<file path="config.mk">
export PLATFORM = sky130hd
export DESIGN_NAME = primitive_triangle_expander_core
export DESIGN_NICKNAME = d
export VERILOG_FILES = /design/src/ptx_pkg.sv /design/src/ptx_front.sv /design/src/ptx_queue.sv /design/src/ptx_back.sv /design/src/primitive_triangle_expander_core.sv
export SDC_FILE = /design/constraint.sdc
export NUM_CORES = 2
export LEC_CHECK = 0
export BUFFER_PORTS_ARGS = -buffer_cell sky130_fd_sc_hd__clkbuf_2
export CAP_MARGIN = 20
export CORE_UTILIZATION = 48
export CTS_CLUSTER_DIAMETER = 200
export DETAILED_ROUTE_END_ITERATION = 12
export PLACE_DENSITY = 0.66
export SLEW_MARGIN = 20
export SYNTH_ARGS = -nofsm -noshare
export SYNTH_HDL_FRONTEND = slang
export SYNTH_HIERARCHICAL = 1
export SYNTH_SLANG_ARGS = --single-unit
</file>
<file path="constraint.sdc">
create_clock -name clk -period 14.39 [get_ports clk]
set_clock_uncertainty 0.1 [all_clocks]
set_input_delay 1.439 -clock clk [delete_from_list [all_inputs] [get_ports clk]]
set_output_delay 1.439 -clock clk [all_outputs]
set_load 0.05 [all_outputs]
</file>
<file path="src/ptx_pkg.sv">
// shared types, constants and vertex sequencing tables for the triangle expander
// no dependencies
`default_nettype none

package ptx_pkg;

	localparam int CW      = 16;
	localparam int TW      = 15;
	localparam int CORNERW = 48;
	localparam int COLORW  = 32;
	localparam int SLOTS   = 6;
	localparam int SLOTW   = 3;
	localparam int IDXW    = 4;
	localparam int IN_DW   = 240;
	localparam int OUT_DW  = 80;

	localparam logic [1:0] CMD_TRI  = 2'd0;
	localparam logic [1:0] CMD_BOX  = 2'd1;
	localparam logic [1:0] CMD_QUAD = 2'd2;
	localparam logic [1:0] CMD_LINE = 2'd3;

	typedef enum logic [1:0] {
		PAT_TRI,
		PAT_QUAD,
		PAT_AXIS,
		PAT_DIAG
	} pat_t;

	typedef struct packed {
		logic signed [CW-1:0] z;
		logic signed [CW-1:0] y;
		logic signed [CW-1:0] x;
	} point_t;

	typedef struct packed {
		pat_t                   pat;
		point_t [SLOTS-1:0]     pts;
		logic   [COLORW-1:0]    color;
	} desc_t;

	typedef struct packed {
		logic full;
		logic empty;
	} q_status_t;

	// saturating add of a coordinate and a signed addend one bit wider
	function automatic logic signed [CW-1:0] sat_add(
		input logic signed [CW-1:0] a,
		input logic signed [CW:0]   b
	);
		logic signed [CW+1:0] s;
		logic signed [CW-1:0] r;
		s = {a[CW-1], a[CW-1], a} + {b[CW], b};
		if (s[CW+1] == s[CW] && s[CW] == s[CW-1]) begin
			r = s[CW-1:0];
		end else if (s[CW+1]) begin
			r = {1'b1, {(CW-1){1'b0}}};
		end else begin
			r = {1'b0, {(CW-1){1'b1}}};
		end
		return r;
	endfunction

	function automatic logic [IDXW-1:0] last_idx(input pat_t pat);
		logic [IDXW-1:0] r;
		case (pat)
			PAT_TRI:  r = IDXW'(2);
			PAT_QUAD: r = IDXW'(5);
			PAT_AXIS: r = IDXW'(5);
			PAT_DIAG: r = IDXW'(11);
			default:  r = IDXW'(2);
		endcase
		return r;
	endfunction

	function automatic logic [SLOTW-1:0] vtx_slot(input pat_t pat, input logic [IDXW-1:0] idx);
		logic [SLOTW-1:0] r;
		r = '0;
		case (pat)
			PAT_TRI: begin
				r = idx[SLOTW-1:0];
			end
			PAT_QUAD: begin
				case (idx)
					4'd0, 4'd3: r = SLOTW'(0);
					4'd1:       r = SLOTW'(1);
					4'd2, 4'd4: r = SLOTW'(2);
					default:    r = SLOTW'(3);
				endcase
			end
			PAT_AXIS: begin
				case (idx)
					4'd0:       r = SLOTW'(0);
					4'd1, 4'd3: r = SLOTW'(1);
					4'd2, 4'd4: r = SLOTW'(2);
					default:    r = SLOTW'(3);
				endcase
			end
			PAT_DIAG: begin
				case (idx)
					4'd0, 4'd3, 4'd6, 4'd9: r = SLOTW'(0);
					4'd1:                   r = SLOTW'(1);
					4'd2, 4'd4:             r = SLOTW'(2);
					4'd5, 4'd7:             r = SLOTW'(3);
					4'd8, 4'd10:            r = SLOTW'(4);
					default:                r = SLOTW'(5);
				endcase
			end
			default: r = '0;
		endcase
		return r;
	endfunction

endpackage

`default_nettype wire

</file>
<file path="src/ptx_front.sv">
// front end: unpacks a primitive, does the saturating sums and builds a descriptor
// depends on ptx_pkg
`default_nettype none

module ptx_front (
	input  wire logic [1:0]                     cmd,
	input  wire logic [ptx_pkg::CORNERW-1:0]    corner_a,
	input  wire logic [ptx_pkg::CORNERW-1:0]    corner_b,
	input  wire logic [ptx_pkg::CORNERW-1:0]    corner_c,
	input  wire logic [ptx_pkg::CORNERW-1:0]    corner_d,
	input  wire logic [ptx_pkg::COLORW-1:0]     color,
	input  wire logic [ptx_pkg::TW-1:0]         thickness,
	output ptx_pkg::desc_t                      desc
);

	localparam int CW = ptx_pkg::CW;

	ptx_pkg::point_t pa, pb, pc, pd;
	logic signed [CW:0]   tt;
	logic signed [CW:0]   bx_w, by_w;
	logic signed [CW-1:0] xw, yh;
	logic signed [CW-1:0] ax1, ay1, ax2, ay2;
	logic signed [CW-1:0] dx1, dy1, dx2, dy2;
	logic signed [CW-1:0] dx1b, dy1b, dx2b, dy2b;
	logic                 axis;

	assign pa = ptx_pkg::point_t'(corner_a[3*CW-1:0]);
	assign pb = ptx_pkg::point_t'(corner_b[3*CW-1:0]);
	assign pc = ptx_pkg::point_t'(corner_c[3*CW-1:0]);
	assign pd = ptx_pkg::point_t'(corner_d[3*CW-1:0]);

	assign tt   = {{(CW+1-ptx_pkg::TW){1'b0}}, thickness};
	assign bx_w = {pb.x[CW-1], pb.x};
	assign by_w = {pb.y[CW-1], pb.y};

	// box corners
	assign xw = ptx_pkg::sat_add(pa.x, bx_w);
	assign yh = ptx_pkg::sat_add(pa.y, by_w);

	// axis-aligned line: the larger end grows
	assign axis = (pa.x == pb.x) || (pa.y == pb.y);
	assign ax1  = (pa.x > pb.x) ? ptx_pkg::sat_add(pa.x, tt) : pa.x;
	assign ax2  = (pa.x > pb.x) ? pb.x : ptx_pkg::sat_add(pb.x, tt);
	assign ay1  = (pa.y > pb.y) ? ptx_pkg::sat_add(pa.y, tt) : pa.y;
	assign ay2  = (pa.y > pb.y) ? pb.y : ptx_pkg::sat_add(pb.y, tt);

	// diagonal line: ends swapped in x and y only
	assign dx1  = (pa.x > pb.x) ? pb.x : pa.x;
	assign dy1  = (pa.x > pb.x) ? pb.y : pa.y;
	assign dx2  = (pa.x > pb.x) ? pa.x : pb.x;
	assign dy2  = (pa.x > pb.x) ? pa.y : pb.y;
	assign dx1b = ptx_pkg::sat_add(dx1, tt);
	assign dy1b = ptx_pkg::sat_add(dy1, tt);
	assign dx2b = ptx_pkg::sat_add(dx2, tt);
	assign dy2b = ptx_pkg::sat_add(dy2, tt);

	always_comb begin
		desc.color = color;
		desc.pat   = ptx_pkg::PAT_TRI;
		desc.pts   = '0;
		case (cmd)
			ptx_pkg::CMD_TRI: begin
				desc.pat    = ptx_pkg::PAT_TRI;
				desc.pts[0] = pa;
				desc.pts[1] = pb;
				desc.pts[2] = pc;
			end
			ptx_pkg::CMD_BOX: begin
				desc.pat    = ptx_pkg::PAT_QUAD;
				desc.pts[0] = '{z: pa.z, y: pa.y, x: pa.x};
				desc.pts[1] = '{z: pa.z, y: pa.y, x: xw};
				desc.pts[2] = '{z: pa.z, y: yh,   x: xw};
				desc.pts[3] = '{z: pa.z, y: yh,   x: pa.x};
			end
			ptx_pkg::CMD_QUAD: begin
				desc.pat    = ptx_pkg::PAT_QUAD;
				desc.pts[0] = pa;
				desc.pts[1] = pb;
				desc.pts[2] = pd;
				desc.pts[3] = pc;
			end
			default: begin
				if (axis) begin
					desc.pat    = ptx_pkg::PAT_AXIS;
					desc.pts[0] = '{z: pb.z, y: ay1, x: ax1};
					desc.pts[1] = '{z: pb.z, y: ay2, x: ax1};
					desc.pts[2] = '{z: pa.z, y: ay1, x: ax2};
					desc.pts[3] = '{z: pa.z, y: ay2, x: ax2};
				end else begin
					desc.pat    = ptx_pkg::PAT_DIAG;
					desc.pts[0] = '{z: pa.z, y: dy1, x: dx1};
					desc.pts[3] = '{z: pb.z, y: dy2b, x: dx2b};
					desc.pts[5] = '{z: pa.z, y: dy1b, x: dx1};
					if (dy1 > dy2) begin
						desc.pts[1] = '{z: pb.z, y: dy2,  x: dx2};
						desc.pts[2] = '{z: pb.z, y: dy2,  x: dx2b};
						desc.pts[4] = '{z: pa.z, y: dy1b, x: dx1b};
					end else begin
						desc.pts[1] = '{z: pa.z, y: dy1,  x: dx1b};
						desc.pts[2] = '{z: pb.z, y: dy2,  x: dx2b};
						desc.pts[4] = '{z: pb.z, y: dy2b, x: dx2};
					end
				end
			end
		endcase
	end

endmodule

`default_nettype wire

</file>
<file path="src/ptx_queue.sv">
// two-entry descriptor queue between front and back
// depends on ptx_pkg
`default_nettype none

module ptx_queue (
	input  wire logic                clk,
	input  wire logic                arst_n,
	input  wire logic                push,
	input  wire ptx_pkg::desc_t      wr_desc,
	input  wire logic                pop,
	output ptx_pkg::desc_t           rd_desc,
	output ptx_pkg::q_status_t       status
);

	ptx_pkg::desc_t mem_q [2];
	logic           wr_ptr_q, rd_ptr_q;
	logic [1:0]     count_q;
	logic           do_push, do_pop;

	assign status.full  = (count_q == 2'd2);
	assign status.empty = (count_q == 2'd0);
	assign do_push      = push && !status.full;
	assign do_pop       = pop && !status.empty;
	assign rd_desc      = mem_q[rd_ptr_q];

	always_ff @(posedge clk or negedge arst_n) begin
		if (!arst_n) begin
			wr_ptr_q <= 1'b0;
			rd_ptr_q <= 1'b0;
			count_q  <= 2'd0;
		end else begin
			if (do_push) wr_ptr_q <= !wr_ptr_q;
			if (do_pop)  rd_ptr_q <= !rd_ptr_q;
			case ({do_push, do_pop})
				2'b10:   count_q <= count_q + 2'd1;
				2'b01:   count_q <= count_q - 2'd1;
				default: count_q <= count_q;
			endcase
		end
	end

	always_ff @(posedge clk) begin
		if (do_push) mem_q[wr_ptr_q] <= wr_desc;
	end

endmodule

`default_nettype wire

</file>
<file path="src/ptx_back.sv">
// back end: steps through the vertices of the head descriptor into the output register
// depends on ptx_pkg
`default_nettype none

module ptx_back (
	input  wire logic                       clk,
	input  wire logic                       arst_n,
	input  wire ptx_pkg::desc_t             desc,
	input  wire ptx_pkg::q_status_t         status,
	output logic                            pop,
	output logic                            out_valid,
	input  wire logic                       out_ready,
	output ptx_pkg::point_t                 out_pt,
	output logic [ptx_pkg::COLORW-1:0]      out_color,
	output logic                            out_last
);

	logic [ptx_pkg::IDXW-1:0]  idx_q;
	logic                      out_valid_q;
	ptx_pkg::point_t           pt_q;
	logic [ptx_pkg::COLORW-1:0] color_q;
	logic                      last_q;
	logic                      load, emit, at_last;
	logic [ptx_pkg::SLOTW-1:0] slot;

	assign load    = !out_valid_q || out_ready;
	assign emit    = load && !status.empty;
	assign at_last = (idx_q == ptx_pkg::last_idx(desc.pat));
	assign slot    = ptx_pkg::vtx_slot(desc.pat, idx_q);
	assign pop     = emit && at_last;

	always_ff @(posedge clk or negedge arst_n) begin
		if (!arst_n) begin
			idx_q       <= '0;
			out_valid_q <= 1'b0;
		end else begin
			if (load) out_valid_q <= !status.empty;
			if (emit) idx_q <= at_last ? '0 : idx_q + ptx_pkg::IDXW'(1);
		end
	end

	always_ff @(posedge clk) begin
		if (emit) begin
			pt_q    <= desc.pts[slot];
			color_q <= desc.color;
			last_q  <= at_last;
		end
	end

	assign out_valid = out_valid_q;
	assign out_pt    = pt_q;
	assign out_color = color_q;
	assign out_last  = last_q;

endmodule

`default_nettype wire

</file>
<file path="src/primitive_triangle_expander_core.sv">
// top level of the triangle expander: front end, descriptor queue and vertex sequencer
// depends on ptx_pkg, ptx_front, ptx_queue, ptx_back
// an input transaction is written into the descriptor queue; its first vertex then goes
// through the output register. throughput: one vertex per cycle while m_axis_tready is
// high and a descriptor is queued; a primitive gives 3, 6 or 12 vertices
// reset: arst_n clears queue pointers, vertex counter and output valid; data is not reset
`default_nettype none

module primitive_triangle_expander_core (
	input  wire logic                        clk,
	input  wire logic                        arst_n,
	input  wire logic                        s_axis_tvalid,
	output logic                             s_axis_tready,
	// corner_a, corner_b, corner_c, corner_d, color, thickness, zero pad
	input  wire logic [ptx_pkg::IN_DW-1:0]   s_axis_tdata,
	// cmd
	input  wire logic [1:0]                  s_axis_tuser,
	output logic                             m_axis_tvalid,
	input  wire logic                        m_axis_tready,
	// pos_x, pos_y, pos_z, vertex_color
	output logic [ptx_pkg::OUT_DW-1:0]       m_axis_tdata,
	output logic                             m_axis_tlast
);

	localparam int CN = ptx_pkg::CORNERW;

	ptx_pkg::desc_t     f_desc, q_desc;
	ptx_pkg::q_status_t q_status;
	logic               q_pop;
	ptx_pkg::point_t    o_pt;
	logic [ptx_pkg::COLORW-1:0] o_color;

	ptx_front u_front (
		.cmd       (s_axis_tuser),
		.corner_a  (s_axis_tdata[CN-1:0]),
		.corner_b  (s_axis_tdata[2*CN-1:CN]),
		.corner_c  (s_axis_tdata[3*CN-1:2*CN]),
		.corner_d  (s_axis_tdata[4*CN-1:3*CN]),
		.color     (s_axis_tdata[4*CN+ptx_pkg::COLORW-1:4*CN]),
		.thickness (s_axis_tdata[4*CN+ptx_pkg::COLORW+ptx_pkg::TW-1:4*CN+ptx_pkg::COLORW]),
		.desc      (f_desc)
	);

	ptx_queue u_queue (
		.clk     (clk),
		.arst_n  (arst_n),
		.push    (s_axis_tvalid),
		.wr_desc (f_desc),
		.pop     (q_pop),
		.rd_desc (q_desc),
		.status  (q_status)
	);

	ptx_back u_back (
		.clk       (clk),
		.arst_n    (arst_n),
		.desc      (q_desc),
		.status    (q_status),
		.pop       (q_pop),
		.out_valid (m_axis_tvalid),
		.out_ready (m_axis_tready),
		.out_pt    (o_pt),
		.out_color (o_color),
		.out_last  (m_axis_tlast)
	);

	assign s_axis_tready = !q_status.full;
	assign m_axis_tdata  = {o_color, o_pt.z, o_pt.y, o_pt.x};

endmodule

`default_nettype wire
</file>
==> results <==
- The flow ran to the end, and the final reports show no timing, DRC or antenna violations.
- The path class of the tightest hold or removal check is reg2reg.
- The fraction of the core area covered by cells at the end of the flow is 0.534.
- The final antenna-violating net count is 0.
- The placement-stage cell area is 48500 µm².
- The number of levels in the clock H-tree is 3.
- The tree is rooted in a sky130_fd_sc_hd__clkbuf_16.
- The global routing usage summed across all routing layers is 0.288.
- The TritonCTS clock tree is yes.
- The initial utilization of the core area, before any placement, comes to 0.485.
- Max-cap violations in this run came to 0.
- In the routed design, unresolved DRC markers number 0.
- After synthesis, the mean cell area works out to 11.5 µm².
- STA classifies the critical path startpoint as a primary input.
- Setup violations remaining at the end of the flow were counted as 0.
- The critical path in this run is classified as in2reg.
- The first global-routing pass estimated 210 mm of wire.
- Entering global routing, the biggest net connects 114 pins.
- Clock latency on the worst-skew pair, taken at its later pin, is 0.63 ns.
- The core region is 95200 µm².
- No sink is reached through more buffers than the 3 on the longest clock path.
- Of the cells placed in the final design, the portion with a size suffix greater than 1 is 0.208.
- The count of distinct cell types in the synthesized netlist is 97.
- For this design the static power due to leakage is 20.6 nW.
- The final max-slew violation count is 0.
- Synthesis inferred 734 register bits.
- Pin placement for this block handled 329 I/O pins.
- Yosys mapped a number of flops with a built-in enable equal to 725.
- After detailed routing, the total wire length is 144 mm.
- The share of synthesized area in the top cell type comes to 0.472.
- Setup repair after global routing left no endpoint under its margin.
- The synthesis-to-layout area growth is 10.1%.
- For the pin with the worst max-slew slack, the measured transition is 1.10 ns.
- By area the synthesized netlist is led by sky130_fd_sc_hd__edfxtp_1, sky130_fd_sc_hd__mux2_4, sky130_fd_sc_hd__ha_1, sky130_fd_sc_hd__mux2i_1, sky130_fd_sc_hd__nand2_1.
- The number of DRC violations after detailed-routing iteration 0 is 4078.
- The tree built by TritonCTS fans out to 734 sinks.
- In the final design database the tool counted 4687 nets.
- The die extent in y is 312 µm.
- The CTS buffer count is 76.
- The via count of the first global-routing pass was 33100.
- In the post-synthesis netlist, the cell with the most instances is sky130_fd_sc_hd__edfxtp_1.
- The share of synthesized flip-flops with an asynchronous set or reset is 0.0123.
- The post-synth design cell area is 46200 µm².
- The number of antenna violations at the first check in global routing is 4.
- The post-CTS clock slew at the launch and capture registers of the worst setup and hold paths is 0.06 ns.
- The final routed wire length divided by cell count is 26.1 µm.
- The final HPWL from detailed placement is 101 mm.
- The quantity of gates resized following cts is 0.
- The signal arrival time at the worst endpoint is 10.11 ns.
- The final standard cell area without fillers is 50800 µm².
- The total via count after detailed routing is 34700.
- The detailed-router iteration count before antenna repair is 6.
- The count of synthesis-stage warnings from yosys is 6.
- Along the worst path, the maximum fanout reaches 54.
- The horizontal die dimension is 312 µm.
- The worst vdd rail ir drop is 0.176 mV.
- After the flow finishes, the layout carries non-filler instances totaling 5536.
- Counting I/O delays and the setup requirement, the final critical path takes 9.84 ns.
- The die area is 97400 µm².
- The setup total negative slack is 0 ns.
- The relative slew slack is 0.251.
- The post-detailed-route via-to-cell ratio is 6.28.
- The final weighted congestion in routability-driven placement is 0.965.
- Input and output buffers added on the ports amount to 327.
- By count the netlist is led by sky130_fd_sc_hd__edfxtp_1, sky130_fd_sc_hd__nand2_1, sky130_fd_sc_hd__o21ai_0.
- The final number of hold-violating endpoints is 0.
- The number of rows in the core area is 113.
- The number of setup buffers added after CTS is 0.
- The post-synth net total is 4490.
- Counting tap cells, the placed design contains a total of 5402 instances.
- The share of the clock period used by the worst path after layout is 0.684.
- The portion of the post-synthesis area used by sequential elements is 0.477.
- STA classifies the critical path endpoint as a flop.
- The remaining global-route overflow is 0.
- The top cell type by total area after synthesis is sky130_fd_sc_hd__edfxtp_1.
- The most used flip-flop cell after synthesis is sky130_fd_sc_hd__edfxtp_1.
- The power density of the placed cells is 195 nW/µm².
- The number of hold buffers added after CTS was 0.
- STA puts the critical path data required time at 14.65 ns.
- The top achievable clock speed is 102 MHz.
- The synthesized instance count is 4019.
layer usage:
metal	global-route usage	routed length (µm)	vias to the layer above
met5	0	0	-
met4	0.115	5350	0
met3	0.0555	13900	258
met2	0.441	63700	1817
met1	0.403	61500	17000
li1	-	-	15700
sequential cells by signal (all words and copies together) (netlist names), 2 cells and up:
name	count
u_back/out_pt	48
u_queue/mem_q	644
u_back/out_color	32
u_queue/count_q	2
u_back/idx_q	4
path summary, 6_finish.rpt:
check | slack (ns) | startpoint | cells past startpoint | to
setup / recovery | 4.55 | s_axis_tdata[53] | 25 | u_queue/mem_q[1][236]
hold / removal | 0.41 | u_queue/count_q[1] | 1 | u_queue/count_q[1]
hold reg to reg | 0.41 | u_queue/count_q[1] | 1 | u_queue/count_q[1]
setup reg to reg | 9.46 | u_queue/rd_ptr_q | 10 | u_back/out_pt[21]
max in group asynchronous | 13.38 | arst_n | 1 | u_queue/rd_ptr_q
min in group asynchronous | 0.57 | arst_n | 1 | u_back/idx_q[1]
power by group:
part	switching (mW)	internal [mW]
logic	2.97	1.72
registers	0.179	3.18
clock network	0.811	1.06
logic make-up after synthesis:
kind of cell	share of synthesized area
xor+xnor	0.0235
compound gates	0.163
buf+inv	0.0435
flops	0.477
fa+ha+maj	0.0626
simple gates	0.0921
mux	0.139
area by class of cell:
cell class              count  area [µm²]
diodes                      2        5.00
well taps                1265        1580
clock buffers              94        2030
clock inverters            37         289
multi-input cells        2887       22300
inverters                 131         494
flip-flops and latches    734       22000
repair buffers            386        2100
fillers                  8166       44300
metrics by stage:
| stage | hold slack [ns] | total power [mW] | setup WS (ns) |
|---|---|---|---|
| finish | 0.413 | 9.91 | 4.55 |
| global route | 0.446 | 10.4 | 4.20 |
| CTS | 0.410 | 9.94 | 4.78 |
| detailed placement | 0.402 | 8.06 | 4.12 |
| global placement | 0.391 | 7.98 | 4.23 |
| floorplan | 0.364 | 7.02 | 3.88 |
worst max-delay path: stages:
cell	delay [ns]
sky130_fd_sc_hd__clkbuf_2	0.19
sky130_fd_sc_hd__inv_1	0.10
sky130_fd_sc_hd__ha_1	0.39
sky130_fd_sc_hd__a211oi_1	0.28
sky130_fd_sc_hd__nor2_1	0.11
sky130_fd_sc_hd__o221ai_1	0.49
sky130_fd_sc_hd__nand4_1	0.57
sky130_fd_sc_hd__nand2_2	0.66
sky130_fd_sc_hd__buf_4	0.65
sky130_fd_sc_hd__nor2_1	0.13
sky130_fd_sc_hd__a21o_1	0.22
sky130_fd_sc_hd__ha_1	0.24
sky130_fd_sc_hd__fa_1	0.46
sky130_fd_sc_hd__a211oi_1	0.34
sky130_fd_sc_hd__o21ai_0	0.20
sky130_fd_sc_hd__nand3_1	0.14
sky130_fd_sc_hd__a21oi_1	0.10
sky130_fd_sc_hd__o41ai_1	0.58
sky130_fd_sc_hd__nor2_1	0.15
sky130_fd_sc_hd__nor3_1	0.76
sky130_fd_sc_hd__ha_1	0.73
sky130_fd_sc_hd__o31ai_1	0.41
sky130_fd_sc_hd__o21ai_0	0.21
sky130_fd_sc_hd__nor2_1	0.06
sky130_fd_sc_hd__a211oi_1	0.45
placed cells by master, fill, tap and decap left out, drive strengths merged, types with 26 or more instances in the layout:
| cell type | synthesis | final |
|---|---|---|
| ha | 215 | 215 |
| mux2i | 174 | 174 |
| a22oi | 53 | 53 |
| a221oi | 45 | 45 |
| and2 | 27 | 27 |
| edfxtp | 725 | 725 |
| nor2b | 34 | 34 |
| inv | 129 | 131 |
| xnor2 | 69 | 69 |
| a21o | 46 | 46 |
| o21ai | 312 | 312 |
| mux2 | 325 | 325 |
| nor3 | 44 | 44 |
| and3 | 29 | 29 |
| clkinv | 2 | 26 |
| a221o | 27 | 27 |
| nor2 | 200 | 200 |
| o21bai | 28 | 28 |
| a21oi | 207 | 207 |
| a31oi | 30 | 30 |
| buf | 123 | 59 |
| xor2 | 55 | 55 |
| a211oi | 26 | 26 |
| nand2 | 400 | 400 |
| nand3 | 64 | 64 |
| o211ai | 55 | 55 |
| clkbuf | 144 | 421 |
| nand2b | 38 | 38 |
| o221ai | 75 | 75 |
| o21a | 44 | 44 |
No activity file was read; power rests on OpenSTA's default activity.
